File: src/design/ppfs_pkg.sv
// Shared types, constants and helper functions for the packed pixel fade scaler.
package ppfs_pkg;

  localparam int unsigned FADE_STEPS = 64;
  localparam int unsigned STEP_W     = $clog2(FADE_STEPS);
  localparam int unsigned K_W        = STEP_W + 1;
  localparam int unsigned NUM_CH     = 3;
  localparam int unsigned CH_W       = 8;
  localparam int unsigned PIX_W      = 32;
  localparam int unsigned OFF_W      = 5;
  localparam int unsigned LEN_W      = 4;
  localparam int unsigned BPP_W      = 3;
  localparam int unsigned CFG_W      = 5;
  localparam int unsigned CFG_IDX_W  = 3;

  localparam logic [BPP_W-1:0] BPP_16 = 3'd2;
  localparam logic [BPP_W-1:0] BPP_24 = 3'd3;

  typedef enum logic [CFG_IDX_W-1:0] {
    REG_RED_OFF   = 3'd0,
    REG_RED_LEN   = 3'd1,
    REG_GREEN_OFF = 3'd2,
    REG_GREEN_LEN = 3'd3,
    REG_BLUE_OFF  = 3'd4,
    REG_BLUE_LEN  = 3'd5,
    REG_BPP       = 3'd6,
    REG_FADE_OUT  = 3'd7
  } reg_idx_e;

  // channel 0 red, 1 green, 2 blue
  typedef struct packed {
    logic [NUM_CH-1:0][OFF_W-1:0] offset;
    logic [NUM_CH-1:0][LEN_W-1:0] length;
    logic [BPP_W-1:0]             bpp;
    logic                         fade_out;
  } cfg_t;

  function automatic logic [LEN_W-1:0] clamp_len(input logic [LEN_W-1:0] len);
    return (len > LEN_W'(CH_W)) ? LEN_W'(CH_W) : len;
  endfunction

  function automatic logic [PIX_W-1:0] pix_mask(input logic [BPP_W-1:0] bpp);
    logic [PIX_W-1:0] m;
    case (bpp)
      BPP_16:  m = 32'h0000_ffff;
      BPP_24:  m = 32'h00ff_ffff;
      default: m = 32'hffff_ffff;
    endcase
    return m;
  endfunction

endpackage

File: src/design/packed_pixel_fade_scaler_core.sv
// Top level: config registers and the three-stage pixel fade pipeline.
//
//  channel   dir  handshake                    payload
//  s_axis    in   s_axis_tvalid/s_axis_tready  tdata: pixel_in[31:0], fade_step[37:32]
//  m_axis    out  m_axis_tvalid/m_axis_tready  tdata: pixel_out[31:0]
//  cfg       in   cfg_we_i (always taken)      cfg_idx_i, cfg_data_i
//
// An item taken from s_axis passes in order through the unpack, multiply and repack
// register stages before it is valid on m_axis; one item per cycle sustained while m_axis is ready.
// Reset loads the register defaults (5:6:5 at 16 bpp, fade in) and empties the pipe.
// Each stage holds its item while the next is full, so a stall on m_axis
// backs up stage by stage; s_axis_tready drops only when all three are full.
module packed_pixel_fade_scaler_core (
  input  logic                           clk_i,
  input  logic                           rst_ni,
  input  logic                           s_axis_tvalid,
  output logic                           s_axis_tready,
  input  logic [39:0]                    s_axis_tdata,  // pixel_in[31:0], fade_step[37:32]
  output logic                           m_axis_tvalid,
  input  logic                           m_axis_tready,
  output logic [31:0]                    m_axis_tdata,  // pixel_out[31:0]
  input  logic                           cfg_we_i,
  input  logic [ppfs_pkg::CFG_IDX_W-1:0] cfg_idx_i,
  input  logic [ppfs_pkg::CFG_W-1:0]     cfg_data_i
);
  import ppfs_pkg::*;

  localparam int unsigned CH_RED   = 0;
  localparam int unsigned CH_GREEN = 1;
  localparam int unsigned CH_BLUE  = 2;

  cfg_t                        cfg_q;
  logic                        v1, r1, v2, r2;
  logic [NUM_CH-1:0][CH_W-1:0] chan1, chan2;
  logic [K_W-1:0]              k1;

  always_ff @(posedge clk_i or negedge rst_ni) begin
    if (!rst_ni) begin
      cfg_q.offset[CH_RED]   <= OFF_W'(11);
      cfg_q.length[CH_RED]   <= LEN_W'(5);
      cfg_q.offset[CH_GREEN] <= OFF_W'(5);
      cfg_q.length[CH_GREEN] <= LEN_W'(6);
      cfg_q.offset[CH_BLUE]  <= OFF_W'(0);
      cfg_q.length[CH_BLUE]  <= LEN_W'(5);
      cfg_q.bpp              <= BPP_16;
      cfg_q.fade_out         <= 1'b0;
    end else if (cfg_we_i) begin
      case (reg_idx_e'(cfg_idx_i))
        REG_RED_OFF:   cfg_q.offset[CH_RED]   <= cfg_data_i[OFF_W-1:0];
        REG_RED_LEN:   cfg_q.length[CH_RED]   <= cfg_data_i[LEN_W-1:0];
        REG_GREEN_OFF: cfg_q.offset[CH_GREEN] <= cfg_data_i[OFF_W-1:0];
        REG_GREEN_LEN: cfg_q.length[CH_GREEN] <= cfg_data_i[LEN_W-1:0];
        REG_BLUE_OFF:  cfg_q.offset[CH_BLUE]  <= cfg_data_i[OFF_W-1:0];
        REG_BLUE_LEN:  cfg_q.length[CH_BLUE]  <= cfg_data_i[LEN_W-1:0];
        REG_BPP:       cfg_q.bpp              <= cfg_data_i[BPP_W-1:0];
        REG_FADE_OUT:  cfg_q.fade_out         <= cfg_data_i[0];
        default:       cfg_q                  <= cfg_q;
      endcase
    end
  end

  ppfs_unpack u_unpack (
    .clk_i       (clk_i),
    .rst_ni      (rst_ni),
    .cfg_i       (cfg_q),
    .in_valid_i  (s_axis_tvalid),
    .in_ready_o  (s_axis_tready),
    .in_pixel_i  (s_axis_tdata[PIX_W-1:0]),
    .in_step_i   (s_axis_tdata[PIX_W+STEP_W-1:PIX_W]),
    .out_valid_o (v1),
    .out_ready_i (r1),
    .out_chan_o  (chan1),
    .out_k_o     (k1)
  );

  ppfs_scale u_scale (
    .clk_i       (clk_i),
    .rst_ni      (rst_ni),
    .in_valid_i  (v1),
    .in_ready_o  (r1),
    .in_chan_i   (chan1),
    .in_k_i      (k1),
    .out_valid_o (v2),
    .out_ready_i (r2),
    .out_chan_o  (chan2)
  );

  ppfs_pack u_pack (
    .clk_i       (clk_i),
    .rst_ni      (rst_ni),
    .cfg_i       (cfg_q),
    .in_valid_i  (v2),
    .in_ready_o  (r2),
    .in_chan_i   (chan2),
    .out_valid_o (m_axis_tvalid),
    .out_ready_i (m_axis_tready),
    .out_pixel_o (m_axis_tdata)
  );

  // input backpressure only when every stage holds an item
  a_full_on_stall: assert property (@(posedge clk_i) disable iff (!rst_ni)
    !s_axis_tready |-> (v1 && v2 && m_axis_tvalid))
    else $error("input stalled with a free pipeline stage");

  a_s2_from_s1: assert property (@(posedge clk_i) disable iff (!rst_ni)
    $rose(v2) |-> $past(v1))
    else $error("scale stage filled without an item from unpack");

  a_out_from_s2: assert property (@(posedge clk_i) disable iff (!rst_ni)
    $rose(m_axis_tvalid) |-> $past(v2))
    else $error("output filled without an item from scale");

endmodule

File: src/design/ppfs_unpack.sv
// Stage 1: size mask, channel extraction with left alignment, fade factor.
module ppfs_unpack (
  input  logic                                     clk_i,
  input  logic                                     rst_ni,
  input  ppfs_pkg::cfg_t                           cfg_i,
  input  logic                                     in_valid_i,
  output logic                                     in_ready_o,
  input  logic [ppfs_pkg::PIX_W-1:0]               in_pixel_i,
  input  logic [ppfs_pkg::STEP_W-1:0]              in_step_i,
  output logic                                     out_valid_o,
  input  logic                                     out_ready_i,
  output logic [ppfs_pkg::NUM_CH-1:0][ppfs_pkg::CH_W-1:0] out_chan_o,
  output logic [ppfs_pkg::K_W-1:0]                 out_k_o
);
  import ppfs_pkg::*;

  logic                            valid_q;
  logic [NUM_CH-1:0][CH_W-1:0]     chan_d, chan_q;
  logic [K_W-1:0]                  k_d, k_q;
  logic [PIX_W-1:0]                pix_m;
  logic [NUM_CH-1:0][PIX_W-1:0]    sh;
  logic [NUM_CH-1:0][LEN_W-1:0]    len;
  logic [NUM_CH-1:0][CH_W:0]       one_sh;
  logic [NUM_CH-1:0][CH_W-1:0]     fld;
  logic [STEP_W-1:0]               step_c;
  logic                            adv;

  assign adv        = !valid_q || out_ready_i;
  assign in_ready_o = adv;

  always_comb begin
    pix_m = in_pixel_i & pix_mask(cfg_i.bpp);
    for (int ch = 0; ch < NUM_CH; ch++) begin
      sh[ch]     = pix_m >> cfg_i.offset[ch];
      len[ch]    = clamp_len(cfg_i.length[ch]);
      one_sh[ch] = (CH_W+1)'(1) << len[ch];
      fld[ch]    = sh[ch][CH_W-1:0] & CH_W'(one_sh[ch] - (CH_W+1)'(1));
      // left-align; a zero-length field is already zero
      chan_d[ch] = CH_W'(fld[ch] << (LEN_W'(CH_W) - len[ch]));
    end
    step_c = (in_step_i > STEP_W'(FADE_STEPS - 1)) ? STEP_W'(FADE_STEPS - 1) : in_step_i;
    k_d    = cfg_i.fade_out ? (K_W'(FADE_STEPS - 1) - K_W'(step_c))
                            : (K_W'(step_c) + K_W'(1));
  end

  always_ff @(posedge clk_i or negedge rst_ni) begin
    if (!rst_ni) begin
      valid_q <= 1'b0;
    end else if (adv) begin
      valid_q <= in_valid_i;
    end
  end

  always_ff @(posedge clk_i) begin
    if (adv && in_valid_i) begin
      chan_q <= chan_d;
      k_q    <= k_d;
    end
  end

  assign out_valid_o = valid_q;
  assign out_chan_o  = chan_q;
  assign out_k_o     = k_q;

endmodule

File: src/design/ppfs_scale.sv
// Stage 2: per-channel multiply by the fade factor and divide by the step count.
module ppfs_scale (
  input  logic                                            clk_i,
  input  logic                                            rst_ni,
  input  logic                                            in_valid_i,
  output logic                                            in_ready_o,
  input  logic [ppfs_pkg::NUM_CH-1:0][ppfs_pkg::CH_W-1:0] in_chan_i,
  input  logic [ppfs_pkg::K_W-1:0]                        in_k_i,
  output logic                                            out_valid_o,
  input  logic                                            out_ready_i,
  output logic [ppfs_pkg::NUM_CH-1:0][ppfs_pkg::CH_W-1:0] out_chan_o
);
  import ppfs_pkg::*;

  localparam int unsigned PROD_W = K_W + CH_W;

  logic                          valid_q;
  logic [NUM_CH-1:0][PROD_W-1:0] prod;
  logic [NUM_CH-1:0][CH_W-1:0]   chan_d, chan_q;
  logic                          adv;

  assign adv        = !valid_q || out_ready_i;
  assign in_ready_o = adv;

  always_comb begin
    for (int ch = 0; ch < NUM_CH; ch++) begin
      prod[ch]   = PROD_W'(in_k_i) * PROD_W'(in_chan_i[ch]);
      // k never exceeds FADE_STEPS, so the quotient fits a channel
      chan_d[ch] = CH_W'(prod[ch] >> STEP_W);
    end
  end

  always_ff @(posedge clk_i or negedge rst_ni) begin
    if (!rst_ni) begin
      valid_q <= 1'b0;
    end else if (adv) begin
      valid_q <= in_valid_i;
    end
  end

  always_ff @(posedge clk_i) begin
    if (adv && in_valid_i) begin
      chan_q <= chan_d;
    end
  end

  assign out_valid_o = valid_q;
  assign out_chan_o  = chan_q;

endmodule

File: src/design/ppfs_pack.sv
// Stage 3: shift back to field length in 16-bit mode, repack and output register.
module ppfs_pack (
  input  logic                                            clk_i,
  input  logic                                            rst_ni,
  input  ppfs_pkg::cfg_t                                  cfg_i,
  input  logic                                            in_valid_i,
  output logic                                            in_ready_o,
  input  logic [ppfs_pkg::NUM_CH-1:0][ppfs_pkg::CH_W-1:0] in_chan_i,
  output logic                                            out_valid_o,
  input  logic                                            out_ready_i,
  output logic [ppfs_pkg::PIX_W-1:0]                      out_pixel_o
);
  import ppfs_pkg::*;

  localparam int unsigned WIDE_W = PIX_W + CH_W;

  logic                          valid_q;
  logic [PIX_W-1:0]              pix_d, pix_q;
  logic [NUM_CH-1:0][CH_W-1:0]   vn;
  logic [NUM_CH-1:0][WIDE_W-1:0] wide;
  logic [PIX_W-1:0]              acc;
  logic                          narrow;
  logic                          adv;

  assign adv        = !valid_q || out_ready_i;
  assign in_ready_o = adv;
  assign narrow     = (cfg_i.bpp == BPP_16);

  always_comb begin
    acc = '0;
    for (int ch = 0; ch < NUM_CH; ch++) begin
      vn[ch]   = narrow ? (in_chan_i[ch] >> (LEN_W'(CH_W) - clamp_len(cfg_i.length[ch])))
                        : in_chan_i[ch];
      // bits pushed past the top of the pixel drop out
      wide[ch] = WIDE_W'(vn[ch]) << cfg_i.offset[ch];
      acc      = acc | wide[ch][PIX_W-1:0];
    end
    pix_d = acc & pix_mask(cfg_i.bpp);
  end

  always_ff @(posedge clk_i or negedge rst_ni) begin
    if (!rst_ni) begin
      valid_q <= 1'b0;
    end else if (adv) begin
      valid_q <= in_valid_i;
    end
  end

  always_ff @(posedge clk_i) begin
    if (adv && in_valid_i) begin
      pix_q <= pix_d;
    end
  end

  assign out_valid_o = valid_q;
  assign out_pixel_o = pix_q;

endmodule
File: config.mk
export PLATFORM = sky130hd
export DESIGN_NAME = packed_pixel_fade_scaler_core
export DESIGN_NICKNAME = d
export VERILOG_FILES = /design/src/design/ppfs_pkg.sv /design/src/design/packed_pixel_fade_scaler_core.sv /design/src/design/ppfs_unpack.sv /design/src/design/ppfs_scale.sv /design/src/design/ppfs_pack.sv
export SDC_FILE = /design/constraint.sdc
export NUM_CORES = 1
export LEC_CHECK = 0
export BUFFER_PORTS_ARGS = -buffer_cell sky130_fd_sc_hd__buf_2
export CORE_UTILIZATION = 45
export CTS_BUF_LIST = sky130_fd_sc_hd__clkbuf_4
export CTS_CLUSTER_DIAMETER = 120
export DETAILED_ROUTE_END_ITERATION = 7
export PLACE_DENSITY_LB_ADDON = 0.08
export SLEW_MARGIN = 20
export SYNTH_ARGS = -nofsm -noshare
export SYNTH_HDL_FRONTEND = slang
export SYNTH_SLANG_ARGS = --single-unit
File: constraint.sdc
create_clock -name clk_i -period 7.8 [get_ports clk_i]
set_input_delay 1.56 -clock clk_i [delete_from_list [all_inputs] [get_ports clk_i]]
set_output_delay 1.56 -clock clk_i [all_outputs]
set_load 0.005 [all_outputs]
=== Yosys cells after proc, flatten, opt, wreduce, memory -nomap -nowiden ===
Cells that the tools add are included.

* Register bits after elaboration: 121
* Input bits: 53
* Output and inout port bits: 34
* Word-level logic and storage cells: 92

* Add/subtract/negate cells: 8
* $mul: 3
* $lt $le $gt $ge: 4
* Equal/unequal tests: 9
* Shift operators: 15
* Muxes and demuxes: 9
* Bitwise gates (word level): 7
* Reductions and logical operators: 18

{| class="wikitable"
|+ Operator list
! kind !! number
|-
| $shl 8x5->32 || 3
|-
| $shr 32x5->8 || 3
|-
| $and 32x32->32 || 2
|-
| $or 32x32->32 || 2
|-
| $pmux 32 s2 || 1
|-
| $mul 7x8->14 || 3
|-
| $and 8x8->8 || 3
|-
| $mux 8 || 3
|-
| $shl 1x4->8 const A || 3
|-
| $shl 8x4->8 || 3
|-
| $shr 8x4->8 || 3
|-
| $sub 8x1->8 const B || 3
|-
| $reduce_and 2->1 || 8
|-
| $eq 3x2->1 const B || 4
|-
| $eq 3x3->1 const B || 4
|-
| $gt 4x4->1 const B || 3
|-
| $mux 4 || 3
|-
| $sub 4x4->4 const A || 3
|-
| $add 6x1->7 const B || 1
|-
| $mux 7 || 1
|-
| $sub 6x6->7 const A || 1
|-
| $gt 6x6->1 const B || 1
|-
| $mux 6 || 1
|-
| $eq 3x1->1 const B || 1
|-
| other kinds (4) || 10
|}

=== Logic depth before layout (Yosys ltp) ===
* Depth in word-level cells: 9
* Depth in mapped cells: 17
* Mapped depth without buffers: 16

=== Cells and area by module ===
From an unflattened synthesis, not the netlist that was laid out.

* Cells, all modules: 2094
* Area total of the unflattened synthesis: 18676.7 um^2

{| class="wikitable"
|+ Modules (own cells, without submodules)
! module !! instances !! cells an instance !! area an instance (um^2) !! sequential area each (um^2)
|-
| ppfs_unpack || 1 || 851 || 6917.9 || 955.9
|-
| ppfs_scale || 1 || 554 || 5497.8 || 745.7
|-
| ppfs_pack || 1 || 619 || 5019.8 || 985.9
|-
| packed_pixel_fade_scaler_core || 1 || 70 || 1241.2 || 790.8
|}

=== Worst setup path before layout ===
No wires, ideal clock.

* Path kind: reg-to-reg
* From: reg u_unpack.k_q[1] (netlist: u_unpack.out_k_o[1])
* To: reg u_scale.chan_q (netlist bit u_scale.out_chan_o[23]) (data pin)
* Library setup time: 0.260 ns
* Arrival time: 4.286 ns
* Required time: 7.540 ns
* Path slack: 3.254 ns
* Stages on the path, launching flop included: 18
* Path buffers: 1
* Clock period less this slack: 4.546 ns
* Cell sequence: edfxtp_1 -> clkbuf_1 -> and2_1 -> fa_1 -> inv_1 -> fa_1 -> inv_1 -> fa_1 -> inv_1 -> fa_1 -> inv_1 -> ha_1 -> or3_1 -> o21ai_0 -> nor3_1 -> nor3_1 -> o21ai_0 -> xnor2_1

{| class="wikitable"
|+ RTL lines
! element !! line !! RTL
|-
| start: declaration || ppfs_unpack.sv:19 || <nowiki>logic [K_W-1:0] k_d, k_q;</nowiki>
|-
| start signal: assignment || ppfs_unpack.sv:57 || <nowiki>k_q <= k_d;</nowiki>
|-
| end signal: assignment || ppfs_scale.sv:43 || <nowiki>chan_q <= chan_d;</nowiki>
|-
| end: declaration || ppfs_scale.sv:19 || <nowiki>logic [NUM_CH-1:0][CH_W-1:0] chan_d, chan_q;</nowiki>
|}

==> run summary <==
Total Routed Length: 66390 um
Clock buffers created by TritonCTS: 17
Finished Layout Cells: 2579
Synthesized flop and latch total: 121
Fraction of layout cells with a size suffix above 1: 15.61%
Static power due to leakage: 7.649 nW
Data arrival time of the critical path: 5.78 ns
Maximum clock frequency: 186.5 MHz
Worst Min Path Start: u_scale.out_valid_o$_DFFE_PN0P_
Most common library cells after synthesis: 162 x sky130_fd_sc_hd__nand2_1, 150 x sky130_fd_sc_hd__and2_1, 119 x sky130_fd_sc_hd__clkbuf_1, 113 x sky130_fd_sc_hd__nor2_1, 112 x sky130_fd_sc_hd__inv_1
Path depth of the worst reg2reg path: 15
Average via count per standard cell: 6.823
Top Ports: 87
Final Net Count: 2280
Worst-Skew Late Latency: 0.68 ns
Proportion of synthesized flip-flops having asynchronous set or reset: 28.10%
Number of antenna violations at the first check in global routing: 2
Cell at the slowest stage of the critical path: sky130_fd_sc_hd__edfxtp_1
Min-Delay Path Class: reg -> reg
Path type of the worst setup path: reg -> reg
Share of the clock period used by the worst path after layout: 68.74%
Routability congestion estimate from global placement: 1.012
Count of final max-slew check failures: 0
Type of origin of the critical path: register
Number of levels the H-tree was split into: 4
Core Box Area: 0.04001 mm^2
# clock sinks: 121
Global router's overall resource usage: 32.34%
Number of max-capacitance violations reported: 0
Vertical die dimension: 204.2 um
CP max stage delay: 0.77 ns
DRC violation total after the first TritonRoute iteration: 2162
Average cell area after synthesis: 8.837 um^2
Unique masters post-synth: 89
Wire length of the first global-routing pass: 101700 um
DRC viols: 0
EDFF count, synth: 87
Hold-critical path depth: 1
Final critical delay including setup and external delays: 5.362 ns
Die area: 0.04168 mm^2
RSZ-0062 raised after global routing: no
Leading cell types by total area after synthesis: sky130_fd_sc_hd__edfxtp_1 14%, sky130_fd_sc_hd__mux4_2 10%, sky130_fd_sc_hd__fa_1 8.8%, sky130_fd_sc_hd__ha_1 7.4%, sky130_fd_sc_hd__and2_1 5.1%
Total placed cells including tap cells: 2543
Tightest Pin Transition: 1.088 ns
Largest net degree at the start of global routing: 60
Status: complete, no violations
Width of the die: 204.2 um
Congestion Overflow GR: 0
Quantity of I/O buffers inserted on ports: 84
Vias in the first global route: 16620
Most repeated cell in the gate-level netlist after synthesis: sky130_fd_sc_hd__nand2_1
Syn_nets: 2324
Critical R2R Capture: u_scale.out_chan_o[7]$_DFFE_PP_
Maximum clock skew at final layout: 0.03519 ns
Max-Slew Margin vs Limit: 26.31%
Number of setup buffers added after CTS: 0
Ordered list of cells on the worst path: and2_1, fa_1, inv_1, fa_1, inv_1, fa_1, inv_1, fa_1, inv_1, ha_1, a2111oi_0, nor3_1, o311ai_0, nand2_1, xnor2_1
Max FO, Critical Path: 24
Total of warnings raised by yosys: 0
Count of final setup violators: 0
Critical Path End Type: register
Number of standard cells after synthesis: 2081
Cell Area, Synth: 0.01839 mm^2
CTS Root Cell: sky130_fd_sc_hd__clkbuf_4
Clock tree from TritonCTS: done
Final hold violation count: 0
Remaining antenna violation count after routing: 0
Power density of the placed cells: 394.2 mW/mm^2
First-pass iteration count of the detailed router: 6
Initial standard-cell utilization of the core: 45.97%
Site row count: 73
DR vias: 17600
Number of buffers inserted by hold repair at cts: 0
Seq/Total Area, Yosys: 18.92%
Worst flop-to-flop path startpoint: u_unpack.out_k_o[2]$_DFFE_PP_
Post-DR wirelength/cell: 25.74 um
Most used DFF post-synth: sky130_fd_sc_hd__edfxtp_1
Maximum vdd ir drop: 0.2259 mV
Clock-pin slew of the registers on the worst-case setup and hold paths: 0.13 ns
Yosys top cell area share: 14.21%
Final sum of negative setup slack: 0 ns
CP required: 8.22 ns
HPWL after DPL: 50200 um
Number of instances resized during post-cts repair: 0
Slack of the worst reg-to-reg path: 2.44 ns
Endpoint of the worst hold-timing path: u_pack.out_valid_o$_DFFE_PN0P_
Library cell with the largest summed area after synthesis: sky130_fd_sc_hd__edfxtp_1
Max Root-Sink Buffers: 2
P&R area growth vs syn: 4.729%
==> layout make-up <==
type,count,area (um^2)
fill,3920,20750
multi-input combinational,1664,13720
sequential,121,3480
tap,525,656.9
timing repair buffer,110,615.6
inverter,123,462.9
clock inverter,15,186.4
clock buffer,17,127.6
antenna,4,10.01
==> logic make-up after synthesis <==
kind of cell / synth area share (%)
XOR/XNOR: 1.762
AO/OA/AOI/OAI: 19.75
adder cells (fa/ha/maj): 16.23
multiplexers: 15.06
AND/OR/NAND/NOR: 21.71
flip-flops: 18.92
buffers and inverters: 6.573
==> placed cells by master (no fill, tap or decap), drive strengths merged, types with 20 or more instances in the layout <==
cell type  count
nand2        162
and2         150
inv          122
nor2         114
buf          110
ha           109
nand3         99
o21ai         94
edfxtp        87
mux4          83
fa            81
a21oi         67
nor3          65
mux2          45
mux2i         39
o211ai        37
a31oi         34
nand4         33
xnor2         30
nand2b        30
a211oi        22
dfrtp         22
o22ai         21
o221ai        20
==> power by group <==
part           total, mW  internal (mW)  leakage (nW)  switching, mW
Clock              0.524          0.228         0.164          0.296
Combinational       5.62           2.25          6.24           3.38
Sequential          1.45           1.12          1.25          0.326
==> registers in the layout, indices dropped and copies added (netlist names) <==
register              count
u_pack.out_pixel_o       32
u_scale.out_chan_o       24
cfg_q                    31
u_unpack.out_k_o          7
u_scale.out_valid_o       1
u_unpack.out_valid_o      1
u_pack.out_valid_o        1
u_unpack.out_chan_o      24
==> metrics by stage <==
step | util, % | cell area (um^2) | total power [mW] | worst slack, ns | hold WS, ns
floorplan | - | 18390 | 5.390 | 3.254 | 0.4494
global route | 48.14 | 19260 | 8.292 | 2.007 | 0.5428
global placement | 47.32 | 18930 | 6.890 | 2.542 | 0.4646
CTS | 48.10 | 19240 | 7.541 | 2.436 | 0.4955
detailed placement | 47.32 | 18930 | 6.934 | 2.466 | 0.4834
finish | 48.14 | 19260 | 7.592 | 2.438 | 0.4949
==> worst max-delay path, delay by kind of cell, from the launching register on <==
kind	cells	cell delay [ns]
and+or+nand+nor	3	0.68
DFF	1	0.77
buffers and inverters	4	0.20
AOI/OAI and AO/OA	2	1.13
xor gates and xnor gates	1	0.15
adders and majority gates	5	2.18
==> worst max-delay path by stage <==
stage	start	to	slack (ns)
5_1_grt	u_unpack.out_k_o[4]$_DFFE_PP_	u_scale.out_chan_o[15]$_DFFE_PP_	2.01
6_report	u_unpack.out_k_o[2]$_DFFE_PP_	u_scale.out_chan_o[7]$_DFFE_PP_	2.44
2_1_floorplan	u_unpack.out_k_o[1]$_DFFE_PP_	u_scale.out_chan_o[23]$_DFFE_PP_	3.25
3_3_place_gp	u_unpack.out_k_o[4]$_DFFE_PP_	u_scale.out_chan_o[7]$_DFFE_PP_	2.54
3_5_place_dp	u_unpack.out_k_o[4]$_DFFE_PP_	u_scale.out_chan_o[7]$_DFFE_PP_	2.47
4_1_cts	u_unpack.out_k_o[4]$_DFFE_PP_	u_scale.out_chan_o[7]$_DFFE_PP_	2.44
==> routing by layer <==
| metal | share of wire [%] | GRT usage [%] | wire [um] | vias to the layer above |
|---|---|---|---|---|
| li1 | - | - | - | 7786 |
| met1 | 45 | 46.55 | 29830 | 8753 |
| met2 | 44 | 48.70 | 29210 | 914 |
| met3 | 7.0 | 3.954 | 4621 | 143 |
| met4 | 4.1 | 13.83 | 2718 | 0 |
| met5 | 0 | 0 | 0 | - |
(Power assumes the default switching activity.)
